===== config.mk =====
export PLATFORM = sky130hd
export DESIGN_NAME = ggsa_min_track
export DESIGN_NICKNAME = d
export VERILOG_FILES = /design/src/sv/generational_graph_slot_allocator_core_macros.svh /design/src/sv/ggsa_pkg.sv /design/src/sv/ggsa_min_track.sv
export SDC_FILE = /design/constraint.sdc
export NUM_CORES = 1
export LEC_CHECK = 0
export ABC_CLOCK_PERIOD_IN_PS = 9200
export BUFFER_PORTS_ARGS = -buffer_cell sky130_fd_sc_hd__buf_2
export CAP_MARGIN = 20
export CELL_PAD_IN_SITES_DETAIL_PLACEMENT = 1
export CELL_PAD_IN_SITES_GLOBAL_PLACEMENT = 2
export CORE_AREA = 10 10 126 128
export CTS_CLUSTER_SIZE = 10
export DETAILED_ROUTE_END_ITERATION = 8
export DIE_AREA = 0 0 136 138
export PLACE_DENSITY_LB_ADDON = 0.1
export REMOVE_ABC_BUFFERS = 1
export SLEW_MARGIN = 20
export SYNTH_ARGS = -nofsm -noshare
export SYNTH_HDL_FRONTEND = slang
export SYNTH_SLANG_ARGS = --single-unit

===== constraint.sdc =====
create_clock -name clk -period 9.2 [get_ports clk]
set_input_delay 0.46 -clock clk [delete_from_list [all_inputs] [get_ports clk]]
set_output_delay 0.46 -clock clk [all_outputs]
set_load 0.01 [all_outputs]

===== src/sv/generational_graph_slot_allocator_core_macros.svh =====
// Assertion helpers used by the allocator core
`ifndef GENERATIONAL_GRAPH_SLOT_ALLOCATOR_CORE_MACROS_SVH
`define GENERATIONAL_GRAPH_SLOT_ALLOCATOR_CORE_MACROS_SVH

// Condition holds at every edge outside reset
`define GGSA_ASSERT(lbl, cond, msg) \
  lbl: assert property (@(posedge clk) disable iff (rst) (cond)) else $error(msg);

// Antecedent at one edge implies consequent at the next
`define GGSA_ASSERT_NEXT(lbl, ante, cons, msg) \
  lbl: assert property (@(posedge clk) disable iff (rst) (ante) |=> (cons)) else $error(msg);

`endif


===== src/sv/ggsa_pkg.sv =====
package ggsa_pkg;

  localparam int GEN_W   = 32;
  localparam int ORDER_W = 48;

  // Request function codes
  localparam logic [2:0] F_ADD_NODE  = 3'd0;
  localparam logic [2:0] F_RM_NODE   = 3'd1;
  localparam logic [2:0] F_CHK_NODE  = 3'd2;
  localparam logic [2:0] F_ADD_EDGE  = 3'd3;
  localparam logic [2:0] F_RM_EDGE   = 3'd4;
  localparam logic [2:0] F_CHK_EDGE  = 3'd5;

  // Status codes
  localparam logic [2:0] ST_OK       = 3'd0;
  localparam logic [2:0] ST_INVALID  = 3'd1;
  localparam logic [2:0] ST_STALE    = 3'd2;
  localparam logic [2:0] ST_ENDPOINT = 3'd3;
  localparam logic [2:0] ST_FULL     = 3'd4;

  typedef struct packed {
    logic [2:0]       func;
    logic [9:0]       handle_index;
    logic [GEN_W-1:0] handle_generation;
    logic [7:0]       source_index;
    logic [GEN_W-1:0] source_generation;
    logic [7:0]       target_index;
    logic [GEN_W-1:0] target_generation;
  } req_t;

  typedef struct packed {
    logic [2:0]       status;
    logic [9:0]       granted_index;
    logic [GEN_W-1:0] granted_generation;
  } rsp_t;

  // Control from the sequencer to the min-order tracker
  typedef struct packed {
    logic clear;
    logic sample;
  } trk_ctl_t;

  // Next generation, skipping zero on wrap
  function automatic logic [GEN_W-1:0] bump_gen(input logic [GEN_W-1:0] g);
    logic [GEN_W-1:0] n;
    n = g + 1'b1;
    return (n == '0) ? GEN_W'(1) : n;
  endfunction

endpackage


===== src/sv/ggsa_min_track.sv =====
module ggsa_min_track #(
  parameter int EW = 10
) (
  input  logic                       clk,
  input  logic                       rst,
  input  ggsa_pkg::trk_ctl_t         ctl,
  input  logic                       match,
  input  logic [EW-1:0]              idx,
  input  logic [ggsa_pkg::ORDER_W-1:0] order,
  input  logic [ggsa_pkg::GEN_W-1:0] gen,
  output logic                       found,
  output logic [EW-1:0]              best_idx,
  output logic [ggsa_pkg::GEN_W-1:0] best_gen
);
  import ggsa_pkg::*;

  logic [ORDER_W-1:0] best_order;
  logic               take;

  // Keep the matching entry with the oldest add order
  assign take = ctl.sample && match && (!found || (order < best_order));

  always_ff @(posedge clk) begin
    if (rst || ctl.clear) begin
      found <= 1'b0;
    end else if (take) begin
      found <= 1'b1;
    end
  end

  always_ff @(posedge clk) begin
    if (take) begin
      best_idx   <= idx;
      best_gen   <= gen;
      best_order <= order;
    end
  end

endmodule


==> results summary <==
The worst slew margin relative to its limit is between 50% and 60%. After synthesis the cells add up to 3946 µm². The worst path needs between 2000 and 3000 ps of the cycle, external delays included. The clock sink count came out at 91. The routed design has 9.472 mm of wire. For this run, the register share of the synthesized area comes to a little under 70%. The number of nets in the finished design is ~550. The number of buffers added by the clock tree synthesis step came out at 9. The hold violation count in the final report is 0. The setup path with the least slack is of type reg -> reg.

Setup repair after global routing left no endpoint under its margin. The total DRC errors in the routed layout came out at 0. The number of global-route vias before repair came to roughly 2.8k. The proportion of layout cells with a drive suffix above 1 is 37.65%.

The initial antenna violation count is 1. The total negative slack for setup checks came out at 0 ps. The final clock skew came out at ~7.8 ps.

The first-pass GRT wire length came out at 14.66 mm. The latest clock arrival within the worst-skew pair is approximately 340 ps. The number of setup buffers added after CTS is 0. The number of cells on the worst reg-to-reg path is 9.

Among all flip-flop cells after synthesis, the most frequent one is sky130_fd_sc_hd__edfxtp_1. The critical-path maximum fanout came out at 50. The count of filler cells inserted in the layout is between 1k and 1.5k. Of the available clock period, the critical path in the final layout requires slightly above 30%.

The instance count along the most critical hold path came out at 2. The HPWL after detailed placement is 7.398 mm. The starting density of the core is 29.22%. The distinct cell type count after synthesis came out at 31. The overall track demand over capacity in global routing is around 10%.

The sum of overflow across all layers after global routing is 0. The average detailed-routed wire length per instance came out at around 16 µm. The max-slew violation total from the final report is 0.

The overall via count from detail_route came out at 2627. CTS placed an instance of sky130_fd_sc_hd__clkbuf_16 at the clock tree root. The run finished with clean final reports.

The worst path required time came out at between 9000 and 10000 ps. The CTS clock-pin slew for the worst setup and hold paths is ~60 ps. Data on the critical path arrives at its endpoint at 2840 ps. The maximum clock rate is between 300 and 400 MHz. TritonCTS built the clock tree. The iteration-0 DRC count of the detailed router came out at roughly 160. The measured slew at the worst slew-check pin is approximately 670 ps. In this run the worst hold path is classified as in -> reg. The final non-filler cell total is 598. The startpoint identified for the worst register-to-register timing path is best_order[31]. The first detailed-routing pass ran for 4 iterations.

The sequential standard cell area came out at around 2700 µm². Each instance of the synthesized netlist takes up on average 15.06 µm². The number of instances in the placed design came out at 581. In the post-synthesis netlist, the cell with the most instances is sky130_fd_sc_hd__edfxtp_1. The largest total area in the synthesized netlist belongs to sky130_fd_sc_hd__edfxtp_1. STA classifies the critical path startpoint as a register. The post-cts sizing count is 0. The worst-case IR drop observed on VDD is approximately 0.067 mV. The leakage power of the design is approximately 2.3 nW.

The worst register-to-register path ends at best_idx[5]. The Yosys step of the flow raised 0 warnings. The cell count after synthesis came out at 262. Ranked by total cell area, the synthesized netlist is headed by sky130_fd_sc_hd__edfxtp_1, sky130_fd_sc_hd__ha_1, sky130_fd_sc_hd__inv_1. The clock passes through at most 2 buffers. The maximum level of the CTS H-tree is 3. The area share of the largest cell type after synthesis is 68.48%. Summing all placed instances gives a cell area of around 5000 µm². The count of port buffers added during placement is 137. The final weighted congestion of routability-driven global placement is 0.7183. The number of buffers added to fix hold violations after cts is 0. Summing internal, switching and leakage power gives 0.0009328 W. The area of the die is around 19000 µm². The core region is approximately 14000 µm².

In this run the worst setup path begins at best_order[31]. For this design the top-level I/O count stands at 138. The share of synthesized registers carrying an async set or reset is 0%. The total number of placement rows is 43.

The floorplan die height came out at around 140 µm. The timing endpoint of the critical path is best_idx[5]. The number of register bits inferred by synthesis is 91. The type of element capturing the critical path is a register. The power per unit of standard cell area came out at 180.3 nW/µm².

Across the run, the number of max-cap violations was 0. Setup violations remaining at the end of the flow were counted as 0. The relative area change from synthesis to final layout came out at 31.07%. The cell area after layout is 5172 µm². The maximum number of pins on one net before global-route repair came out at just over 50. The flop-to-flop setup slack came out at 6330 ps. The area of combinational cells with multiple inputs is 1049 µm². The number of synthesized flops with an enable pin came out at 90. Once detail routing completed, the nets flagged for antenna violations numbered 0. In the synthesized netlist, the cells that appear most often are sky130_fd_sc_hd__edfxtp_1, sky130_fd_sc_hd__inv_1, sky130_fd_sc_hd__ha_1, sky130_fd_sc_hd__a21oi_1, sky130_fd_sc_hd__nand2_1. The post-detailed-route via-to-cell ratio is 4.393. The horizontal extent of the die came out at between 100 and 150 µm.
-- layout make-up --
type	instances	area share, %
diodes	1	0.04838
flip-flops and latches	91	52.64
inverters	48	3.483
well taps	180	4.354
repair buffers	139	13.55
clock inverters	7	1.306
multi-input cells	123	20.27
clock buffers	9	4.354
-- through the flow --
step	hold WS, ps	utilization [%]	setup WS (ps)
2_1_floorplan	536.8	-	313.7
3_3_place_gp	554.2	36.12	6129
3_5_place_dp	544.0	36.12	6042
4_1_cts	255.7	38.28	6240
5_1_grt	264.5	38.28	6076
6_report	274.9	38.30	6333
-- cell families (layout without fill, tap and decap cells) --
| group | after synthesis | in the layout | share of synthesized area [%] |
|---|---|---|---|
| flops | 91 | 91 | 68.99 |
| compound gates | 36 | 36 | 5.612 |
| buf+inv | 48 | 203 | 4.566 |
| other cells | 0 | 1 | 0 |
| fa+ha+maj | 47 | 47 | 14.90 |
| simple gates | 40 | 40 | 5.929 |
-- power by group --
group          internal [W]   total, W  switching, W
clock network      0.000210   0.000367      0.000158
registers          0.000477   0.000481    0.00000393
logic             0.0000374  0.0000841     0.0000466
-- sequential cells by signal, indices dropped and copies added, names as in the netlist --
register / cells
best_idx: 10
best_order: 48
best_gen: 32
found: 1
-- layout by cell type, fill, tap and decap left out, drive strengths merged, types with 2 or more instances in the layout --
master,count
a21oi,15
clkbuf,9
nand3,4
or3,2
inv,49
edfxtp,90
a211oi,2
ha,47
nor2,3
buf,139
nand2,11
nor2b,2
a21o,2
clkinv,4
o21ai,8
nor3,4
nand4,9
a221oi,2
-- worst min path at each step --
| stage | startpoint | end | slack, ps |
|---|---|---|---|
| after floorplan | rst | found | 540 |
| after global placement | found | found | 550 |
| after detailed placement | found | found | 540 |
| after CTS | ctl[1] | found | 260 |
| after global routing | ctl[1] | found | 260 |
| final | ctl[1] | found | 270 |
-- metal layers --
layer	vias up	share of wire (%)	track usage, %
li1	1271	-	-
met1	1246	47	12.74
met2	95	42	14.53
met3	15	8.2	3.623
met4	0	2.1	5.104
met5	-	0	0
-- worst max-delay path, cell delays in order (launching register included) --
cell,delay [ps]
sky130_fd_sc_hd__edfxtp_1,370
sky130_fd_sc_hd__inv_1,60
sky130_fd_sc_hd__ha_1,240
sky130_fd_sc_hd__a21oi_1,150
sky130_fd_sc_hd__o21ai_1,80
sky130_fd_sc_hd__a221oi_1,320
sky130_fd_sc_hd__o32ai_1,140
sky130_fd_sc_hd__or3_1,350
sky130_fd_sc_hd__nor3b_2,200
sky130_fd_sc_hd__buf_4,570
No activity file was read; power rests on OpenSTA's default activity.
